$ cat config.mk
export PLATFORM = sky130hd
export DESIGN_NAME = midi_byte_stream_parser_top
export DESIGN_NICKNAME = d
export VERILOG_FILES = /design/src/design/mbsp_pkg.sv /design/src/design/mbsp_front.sv /design/src/design/mbsp_queue.sv /design/src/design/mbsp_back.sv /design/src/design/midi_byte_stream_parser_top.sv
export SDC_FILE = /design/constraint.sdc
export NUM_CORES = 1
export LEC_CHECK = 0
export ABC_CLOCK_PERIOD_IN_PS = 4000
export BUFFER_PORTS_ARGS = -buffer_cell sky130_fd_sc_hd__buf_2
export CAP_MARGIN = 10
export CELL_PAD_IN_SITES_DETAIL_PLACEMENT = 1
export CELL_PAD_IN_SITES_GLOBAL_PLACEMENT = 1
export CORE_MARGIN = 2
export CORE_UTILIZATION = 43
export DETAILED_ROUTE_END_ITERATION = 10
export GPL_TIMING_DRIVEN = 1
export PLACE_DENSITY = 0.72
export SKIP_LAST_GASP = 1
export SLEW_MARGIN = 20
export SYNTH_ARGS = -nofsm -noshare
export SYNTH_HDL_FRONTEND = slang
export SYNTH_SLANG_ARGS = --single-unit
$ cat constraint.sdc
create_clock -name clk -period 4 [get_ports clk]
set_input_delay 0.4 -clock clk [delete_from_list [all_inputs] [get_ports clk]]
set_output_delay 0.4 -clock clk [all_outputs]
set_load 0.1 [all_outputs]
$ cat src/design/mbsp_pkg.sv
package mbsp_pkg;

  // status byte codes
  localparam logic [7:0] REALTIME_FIRST = 8'hf8;
  localparam logic [7:0] SYSEX_START    = 8'hf0;
  localparam logic [7:0] SYSEX_END      = 8'hf7;
  localparam logic [7:0] STATUS_FLAG    = 8'h80;
  localparam logic [7:0] NIBBLE_MASK    = 8'h0f;
  localparam logic [7:0] NO_STATUS      = 8'h00;

  // voice message codes and system common codes that carry data
  localparam logic [7:0] CODE_NOTE_OFF   = 8'h08;
  localparam logic [7:0] CODE_NOTE_ON    = 8'h09;
  localparam logic [7:0] CODE_POLY_PRESS = 8'h0a;
  localparam logic [7:0] CODE_CONTROL    = 8'h0b;
  localparam logic [7:0] CODE_PROGRAM    = 8'h0c;
  localparam logic [7:0] CODE_CHAN_PRESS = 8'h0d;
  localparam logic [7:0] CODE_BEND       = 8'h0e;
  localparam logic [7:0] CODE_TIME_CODE  = 8'hf1;
  localparam logic [7:0] CODE_SONG_POS   = 8'hf2;
  localparam logic [7:0] CODE_SONG_SEL   = 8'hf3;

  // queue between parser and formatter
  localparam int QUEUE_DEPTH = 4;
  localparam int QUEUE_AW    = $clog2(QUEUE_DEPTH);

  // one parsed message as it travels from front to back
  typedef struct packed {
    logic [7:0] status;
    logic [1:0] count;
    logic [6:0] first;
    logic [6:0] second;
  } msg_t;

  // true for channel voice status bytes 80..ef
  function automatic logic is_voice(input logic [7:0] s);
    return s[7] && (s < SYSEX_START);
  endfunction

  // message code: upper nibble for voice, whole byte for system
  function automatic logic [7:0] code_of(input logic [7:0] s);
    logic [7:0] c;
    c = NO_STATUS;
    if (s[7]) begin
      c = (s < SYSEX_START) ? (s >> 4) : s;
    end
    return c;
  endfunction

  // data bytes a status needs
  function automatic logic [1:0] needed_bytes(input logic [7:0] s);
    logic [7:0] c;
    logic [1:0] n;
    c = code_of(s);
    unique case (c)
      CODE_NOTE_OFF, CODE_NOTE_ON, CODE_POLY_PRESS, CODE_CONTROL, CODE_BEND,
      CODE_SONG_POS: n = 2'd2;
      CODE_PROGRAM, CODE_CHAN_PRESS, CODE_TIME_CODE, CODE_SONG_SEL: n = 2'd1;
      default: n = 2'd0;
    endcase
    return n;
  endfunction

endpackage

$ cat src/design/mbsp_front.sv
module mbsp_front import mbsp_pkg::*; (
  input  logic       clk,
  input  logic       rst,
  input  logic       accept,
  input  logic [7:0] midi_byte,
  output logic       emit,
  output msg_t       msg
);

  logic [7:0] pending_status, pending_status_next;
  logic       skipping_sysex, skipping_sysex_next;
  logic [1:0] received_count, received_count_next;
  logic [6:0] data_first, data_first_next;
  logic [1:0] need;
  logic [1:0] count_inc;

  assign need      = needed_bytes(pending_status);
  assign count_inc = received_count + 2'd1;

  // classify the byte and step the running status state
  always_comb begin
    pending_status_next = pending_status;
    skipping_sysex_next = skipping_sysex;
    received_count_next = received_count;
    data_first_next     = data_first;
    emit                = 1'b0;
    msg                 = '{status: midi_byte, count: 2'd0, first: 7'd0, second: 7'd0};
    priority if (midi_byte >= REALTIME_FIRST) begin
      emit = 1'b1;
    end else if (midi_byte == SYSEX_START) begin
      pending_status_next = midi_byte;
      skipping_sysex_next = 1'b1;
    end else if (midi_byte == SYSEX_END) begin
      pending_status_next = NO_STATUS;
      skipping_sysex_next = 1'b0;
    end else if (midi_byte[7]) begin
      skipping_sysex_next = 1'b0;
      received_count_next = 2'd0;
      if (needed_bytes(midi_byte) == 2'd0) begin
        emit                = 1'b1;
        pending_status_next = NO_STATUS;
      end else begin
        pending_status_next = midi_byte;
      end
    end else if (!skipping_sysex && (received_count < need)) begin
      // data byte that belongs to the pending message
      if (received_count == 2'd0) begin
        data_first_next = midi_byte[6:0];
      end
      received_count_next = count_inc;
      if (count_inc == need) begin
        emit                = 1'b1;
        received_count_next = 2'd0;
        msg.status          = pending_status;
        msg.count           = need;
        if (need == 2'd1) begin
          msg.first = midi_byte[6:0];
        end else begin
          msg.first  = data_first;
          msg.second = midi_byte[6:0];
        end
        if (!is_voice(pending_status)) begin
          pending_status_next = NO_STATUS;
        end
      end
    end
    // stray data bytes fall through with no change
  end

  // parser state
  always_ff @(posedge clk) begin
    if (rst) begin
      pending_status <= NO_STATUS;
      skipping_sysex <= 1'b0;
      received_count <= 2'd0;
    end else if (accept) begin
      pending_status <= pending_status_next;
      skipping_sysex <= skipping_sysex_next;
      received_count <= received_count_next;
    end
  end

  // held data byte, payload only
  always_ff @(posedge clk) begin
    if (accept) begin
      data_first <= data_first_next;
    end
  end

endmodule

$ cat src/design/mbsp_queue.sv
module mbsp_queue import mbsp_pkg::*; (
  input  logic clk,
  input  logic rst,
  input  logic push_en,
  input  msg_t in_msg,
  input  logic pop_en,
  output msg_t out_msg,
  output logic full,
  output logic empty
);

  msg_t                slots [QUEUE_DEPTH];
  logic [QUEUE_AW-1:0] wr_ptr;
  logic [QUEUE_AW-1:0] rd_ptr;
  logic [QUEUE_AW:0]   fill;
  logic                do_push;
  logic                do_pop;

  assign full    = (fill == (QUEUE_AW+1)'(QUEUE_DEPTH));
  assign empty   = (fill == '0);
  assign do_push = push_en && !full;
  assign do_pop  = pop_en && !empty;
  assign out_msg = slots[rd_ptr];

  // pointers and fill level
  always_ff @(posedge clk) begin
    if (rst) begin
      wr_ptr <= '0;
      rd_ptr <= '0;
      fill   <= '0;
    end else begin
      if (do_push) begin
        wr_ptr <= wr_ptr + 1'b1;
      end
      if (do_pop) begin
        rd_ptr <= rd_ptr + 1'b1;
      end
      unique case ({do_push, do_pop})
        2'b10:   fill <= fill + 1'b1;
        2'b01:   fill <= fill - 1'b1;
        default: fill <= fill;
      endcase
    end
  end

  // entry storage
  always_ff @(posedge clk) begin
    if (do_push) begin
      slots[wr_ptr] <= in_msg;
    end
  end

endmodule

$ cat src/design/mbsp_back.sv
module mbsp_back import mbsp_pkg::*; (
  input  logic        clk,
  input  logic        rst,
  input  logic        device_write,
  input  logic [7:0]  device_data,
  input  msg_t        head,
  output logic [7:0]  event_device,
  output logic [7:0]  message_code,
  output logic [3:0]  channel_number,
  output logic [1:0]  data_count,
  output logic [6:0]  data_first,
  output logic [6:0]  data_second,
  output logic [13:0] bend_value
);

  logic [7:0] device_number;

  // device index register
  always_ff @(posedge clk) begin
    if (rst) begin
      device_number <= 8'd0;
    end else if (device_write) begin
      device_number <= device_data;
    end
  end

  // format the head message into result fields
  always_comb begin
    event_device   = device_number;
    message_code   = code_of(head.status);
    channel_number = is_voice(head.status) ? head.status[3:0] & NIBBLE_MASK[3:0] : 4'd0;
    data_count     = head.count;
    data_first     = head.first;
    data_second    = head.second;
    bend_value     = (message_code == CODE_BEND) ? {head.second, head.first} : 14'd0;
  end

endmodule

$ cat src/design/midi_byte_stream_parser_top.sv
// result path: the event completed by an accepted byte is registered in the event
// queue at that edge; queue head to result ports is combinational
// throughput: one byte per cycle while full is low; full rises only when the
// four-entry event queue between parser and formatter holds four unread words
// reset (rst, synchronous): clears the pending status, sysex flag, data count,
// queue and device number
module midi_byte_stream_parser_top import mbsp_pkg::*; (
  input  logic        clk,
  input  logic        rst,
  input  logic        push,
  output logic        full,
  input  logic [7:0]  midi_byte,
  input  logic        device_write,
  input  logic [7:0]  device_data,
  output logic        empty,
  input  logic        pop,
  output logic [7:0]  event_device,
  output logic [7:0]  message_code,
  output logic [3:0]  channel_number,
  output logic [1:0]  data_count,
  output logic [6:0]  data_first,
  output logic [6:0]  data_second,
  output logic [13:0] bend_value
);

  logic accept;
  logic emit;
  msg_t parsed;
  msg_t head;

  assign accept = push && !full;

  // byte parser
  mbsp_front u_front (
    .clk       (clk),
    .rst       (rst),
    .accept    (accept),
    .midi_byte (midi_byte),
    .emit      (emit),
    .msg       (parsed)
  );

  // event queue
  mbsp_queue u_queue (
    .clk     (clk),
    .rst     (rst),
    .push_en (accept && emit),
    .in_msg  (parsed),
    .pop_en  (pop),
    .out_msg (head),
    .full    (full),
    .empty   (empty)
  );

  // result formatter
  mbsp_back u_back (
    .clk            (clk),
    .rst            (rst),
    .device_write   (device_write),
    .device_data    (device_data),
    .head           (head),
    .event_device   (event_device),
    .message_code   (message_code),
    .channel_number (channel_number),
    .data_count     (data_count),
    .data_first     (data_first),
    .data_second    (data_second),
    .bend_value     (bend_value)
  );

endmodule

==> Word-level counts from Yosys, hierarchy flattened <==
Memory sizes are Yosys's and may differ from the RTL's. A register that Yosys moved wholly into a read port is not among the register bits.
Cells that the tools add are included.
{ "op_classes": {"add_sub_neg": 5, "n_lt_le_gt_ge": 5, "n_eq_ne": 29, "n_mux": 50, "bitwise": 4, "reduce_logical": 26} }
{ "op_table": {"columns": ["op", "n"], "rows": [
  ["$mux W24", 6],
  ["$mux W8", 16],
  ["$eq A8 B4 Y1 const B", 15],
  ["$eq A8 B8 Y1 const B", 8],
  ["$lt A8 B8 Y1 const B", 3],
  ["$mux W2", 9],
  ["$mux W14", 1],
  ["$mux W7", 2],
  ["$mux W1", 12],
  ["$reduce_or A6 Y1", 2],
  ["$reduce_and A5 Y1", 2],
  ["$ge A8 B8 Y1 const B", 1],
  ["$pmux W2 S2", 2],
  ["$reduce_bool A4 Y1", 2],
  ["$reduce_or A4 Y1", 2],
  ["$logic_and A1 B1 Y1", 7],
  ["$reduce_and A7 Y1", 1],
  ["$add A2 B1 Y2 const B", 3],
  ["$pmux W3 S2", 1],
  ["$eq A2 B1 Y1 const B", 2],
  ["$logic_not A2 Y1", 2],
  ["$mux W4", 1],
  ["$ne A4 B2 Y1 const B", 1],
  ["$not A1 Y1", 4],
  ["11 further kinds", 14]
]} }
{ "word_totals": {"register_bits": 33, "mem_bits_rw": 96, "output_inout_bits": 52, "n_memories": 1} }
{ "memory_table": {"columns": ["memory", "depth", "width", "read_ports", "rd_ports_with_merged_regs", "wr", "line_no", "text"], "rows": [
  ["u_queue.slots", 4, 24, 1, 1, 1, "mbsp_queue.sv:12", "msg_t slots [QUEUE_DEPTH];"]
]} }

==> Longest topological paths before layout <==
{ "logic_depth": {"word_depth": 23, "mapped_depth": 15, "depth_no_buf": 14} }

==> Cells and area by module <==
A second synthesis with hierarchy kept.
{ "hier_totals": {"hier_cells": 418, "area_unflattened_um2": 6022.0} }
{ "modules_own_cells": {"columns": ["mod", "n_inst", "cells_each", "area_per_inst_um2", "seq_area_each_um2"], "rows": [
  ["mbsp_queue", 1, 180, 3978.8, 3062.9],
  ["mbsp_front", 1, 160, 1391.3, 430.4],
  ["mbsp_back", 1, 76, 636.9, 160.2],
  ["midi_byte_stream_parser_top", 1, 2, 15.0, 0.0]
]} }

==> Worst setup path after synthesis <==
No wires, ideal clock.
{ "synth_path": {"path_kind": "register -> output", "start": "register with a tool-made name", "end": "output message_code[3]", "arrival_ns": 4.269, "t_required_ns": 3.600, "setup_slack_ns": -0.669, "path_stages_with_launch": 6, "path_cell_list": "dfxtp_1 -> buf_2 -> mux4_2 -> and2_1 -> nor2b_1 -> a21boi_0"} }
{ "synth_lines": {"columns": ["item", "line_no", "text"], "rows": [
  ["end: declaration", "midi_byte_stream_parser_top.sv:18", "output logic [7:0] message_code,"]
]} }

==> Worst setup path after layout <==
{ "layout_path": {"start": "register u_front.pending_status[6]", "end": "register u_queue.fill[2]"} }
{ "layout_between": {"elab_chain_cells": 17, "word_cells_on_any_way": 31, "classes_between": "order compare: 2; eq/ne: 13; mux: 10; reduce/logical: 6"} }
{ "layout_rtl": {"columns": ["item", "line_no", "text"], "rows": [
  ["start: declaration", "mbsp_front.sv:10", "logic [7:0] pending_status, pending_status_next;"],
  ["start signal: assignment", "mbsp_front.sv:77", "pending_status <= pending_status_next;"],
  ["$lt A8 B8 Y1", "mbsp_pkg.sv:45", "c = (s < SYSEX_START) ? (s >> 4) : s;"],
  ["$mux W8 (*)", "mbsp_pkg.sv:45", null],
  ["$mux W8 (*)", "mbsp_pkg.sv:44", "if (s[7]) begin"],
  ["$eq A8 B4 Y1 / $eq A8 B8 Y1 (equally long branches)", "mbsp_pkg.sv:55", "unique case (c)"],
  ["$reduce_or A6 Y1 / $reduce_or A4 Y1 (equally long branches)", "mbsp_pkg.sv:55", null],
  ["$pmux W2 S2 (*)", "mbsp_pkg.sv:55", null],
  ["$lt A2 B2 Y1 / $eq A2 B2 Y1 (equally long branches)", "mbsp_front.sv:45, mbsp_front.sv:51", null],
  ["$logic_and A1 B1 Y1 / $mux W1 (equally long branches)", "mbsp_front.sv:45, mbsp_front.sv:51", null],
  ["$mux W1 (*)", "mbsp_front.sv:45", "end else if (!skipping_sysex && (received_count < need)) begin"],
  ["$mux W1 (*)", "mbsp_front.sv:36", "end else if (midi_byte[7]) begin"],
  ["$mux W1 (*)", "mbsp_front.sv:33", "end else if (midi_byte == SYSEX_END) begin"],
  ["$mux W1 (*)", "mbsp_front.sv:30", "end else if (midi_byte == SYSEX_START) begin"],
  ["$mux W1 (*)", "mbsp_front.sv:28", "priority if (midi_byte >= REALTIME_FIRST) begin"],
  ["$logic_and A1 B1 Y1 (*)", "midi_byte_stream_parser_top.sv:47", ".push_en (accept && emit),"],
  ["$logic_and A1 B1 Y1 (*)", "mbsp_queue.sv:21", "assign do_push = push_en && !full;"],
  ["$eq A2 B1 Y1 / $eq A2 B2 Y1 (equally long branches)", "mbsp_queue.sv:38", "unique case ({do_push, do_pop})"],
  ["$pmux W3 S2 / $reduce_bool A2 Y1 (equally long branches)", null, null],
  ["end signal: assignment", "mbsp_queue.sv:39", "2'b10: fill <= fill + 1'b1;"],
  ["end signal: assignment", "mbsp_queue.sv:40", "2'b01: fill <= fill - 1'b1;"],
  ["end signal: assignment", "mbsp_queue.sv:41", "default: fill <= fill;"],
  ["end: declaration", "mbsp_queue.sv:15", "logic [QUEUE_AW:0] fill;"]
]} }
Mark *: on every way between the ends. The rest lies on a longest branch, timed or not.
A chain may end at the register's enable or synchronous reset.

==> results.yml <==
clock_network:
  clockBufferDepth: 2
  hold_buffers: 0
  cts_resized: 0
  cts_setup_buffers: 0
  clock_latency_ps: 420
  root_buffer: "clkbuf_16"
  cts_max_level: 4
  clkSinkCount: 131
  path_clk_slew_ps: 60
  numCtsBuffers: 17
  cts_tree: "done"
place:
  gp_congestion: 0.852
  preCtsSetupSlack_ps: 121
  hpwlAfterDp_microns: 8660
  numPortBuffers: 72
  place_area_sq_um: 6450
sta:
  min_period_over_period_pct: 88.6
  layout_min_cycle_time_ps: 3540
  setup_slack_ps: 455
  setup_viol: 0
  rsz0062_at_grt: "no"
  worstMarginPinSlew_ps: 890
  hold_viol: 0
  slew_headroom_pct: 40.6
  drv_slew: 0
  fin_skew_ps: 12.8
  timing.fmax_mhz: 282
worst_setup_path:
  critPathMaxFanout: 5
  end_kind: "flop"
  critical_path_class: "reg2reg"
  worstPathRequired_ps: 4340
  critical_path_arrival_ps: 3890
  startpoint_type: "flop"
final_layout:
  nets: 489
  seqCellArea_sq_um: 3650
  multi_input_area_sq_um: 1820
  fillCellCount: 1232
  final_cell_mix: "103 x edfxtp_1, 58 x buf_2, 34 x nor2_1"
  drive_gt1_share_pct: 33.7
  antenna_cells: 0
  area_growth_pct: 26.6
  final_common_cell: "edfxtp_1"
  fin_area_sq_um: 7100
routing:
  wire_per_inst_microns: 19.9
  drt-vias-per-instance: 5.31
  drtIter0Drc: 173
  drt-total-wl_microns: 12800
  first_pass_iters: 4
  ant_nets: 0
  vias: 3417
  drc: 0
yosys:
  synth_area_sq_um: 5610
  synthFlopType: "edfxtp_1"
  ys_ff_latch: 131
  synth.avg_cell_area_sq_um: 15.1
  synth_cell_types: 50
  synth_fp_nets: 402
  yosys_warnings: 0
  ys_seq_area_share_pct: 65.2
  synth_cells: 372
  synth_edf_count: 103
  async_flop_share_pct: 0
die:
  core_area_sq_um: 12700
  die_w_microns: 118
  rows: 41
  die_h_microns: 118
  fp.dieArea_sq_um: 14000
  start_util_pct: 44.2
  num_io_pins: 73
flow_run:
  max-cap-violations: 0
global_routing:
  grt_max_degree: 24
  track_usage_pct: 19.6
  grt.overflow.total: 0
  antenna_found_initial: 0
  first_global_vias: 3735
  grt_pass1_wl_microns: 20700
outcome:
  outcome: "finished clean"
pwr:
  cellPowerDensity_nw_per_um2: 493
  peakVddDrop_uv: 270
  total_power_uw: 3500
  leakagePower_uw: 0.00256
min_path:
  hold_class: "in2reg"
metal layers:
layer,GRT usage [%],vias to the layer above,share of wire [%]
li1,-,1572,-
met4,7.91,0,2.6
met3,5.12,26,4.0
met5,0,-,0
met2,34.5,89,53
met1,22.8,1730,40
where the power goes:
| group | total [uW] | internal, uW | switching [uW] |
|---|---|---|---|
| Combinational | 328 | 85.0 | 243 |
| Clock | 1680 | 1100 | 580 |
| Sequential | 1490 | 1480 | 16.0 |
| Total | 3500 | 2660 | 839 |
stage by stage:
stage | util (%) | cells | hold WS [ps] | TNS, ps
final | 56.0 | 644 | 221 | 0
after global routing | 56.0 | 644 | 222 | 0
after CTS | 55.9 | 643 | 200 | 0
after detailed placement | 50.9 | 611 | 461 | 0
after global placement | 50.9 | 611 | 446 | 0
after floorplan | - | 372 | 436 | -324
synth_stat cells, drive strengths merged, types with 7 or more instances:
master,instances,area (sq um)
mux2,7,78.8
nor2,40,160
nand2,13,48.8
ha,8,100
mux4,24,541
mux2i,16,160
clkbuf,8,30.0
and2,21,131
dfxtp,28,561
buf,7,38.8
edfxtp,103,3090
inv,21,78.8
a21oi,11,58.8
nor2b,10,62.6
sequential cells by signal, summed over array words and instances (netlist names), named ones only:
signal and count:
u_queue.rd_ptr 2, u_queue.wr_ptr 2, u_front.received_count 2, u_back.event_device 8, u_queue.slots 96, u_queue.fill 3
u_front.skipping_sysex 1, u_front.data_first 7, u_front.pending_status 8
worst paths after layout:
path | startpoint | to | slack (ps) | cells past startpoint
max | u_front.pending_status[6]$_SDFFE_PP0P_ | u_queue.fill[2]$_SDFFE_PP0P_ | 460 | 14
min | device_data[2] | u_back.event_device[2]$_SDFFE_PP0P_ | 220 | 3
max reg2reg | u_front.pending_status[6]$_SDFFE_PP0P_ | u_queue.fill[2]$_SDFFE_PP0P_ | 460 | 14
min reg2reg | u_front.received_count[0]$_SDFFE_PP0P_ | u_front.received_count[0]$_SDFFE_PP0P_ | 470 | 2
critical path, cell delays in order, from the launching register on:
cell,delay (ps)
dfxtp_1,410
nand2_1,130
nor4_4,430
nor2_4,90
ha_1,300
nor2b_1,150
or4_4,450
nor4b_4,320
o31ai_4,120
ha_1,240
inv_1,80
fa_1,190
xor2_1,70
or3_1,310
a21oi_1,170
cells by family (layout without fill, tap and decap cells):
family,Yosys count,after routing,share of synthesized area (%)
flip-flops,131,131,65.2
AND/OR/NAND/NOR,108,108,10.5
multiplexers,47,47,13.9
buffers and inverters,36,136,2.63
AO/OA/AOI/OAI,35,35,4.73
adder cells (fa/ha/maj),9,9,2.14
XOR/XNOR,6,6,0.938
cell type report:
| type | count | area share (%) |
|---|---|---|
| Sequential cell | 131 | 51.5 |
| Multi-Input combinational cell | 205 | 25.7 |
| Timing Repair Buffer | 83 | 9.73 |
| Clock buffer | 17 | 5.99 |
| Tap cell | 172 | 3.03 |
| Clock inverter | 15 | 2.98 |
| Inverter | 21 | 1.11 |
Note: power is estimated with default switching activity, not from simulation.
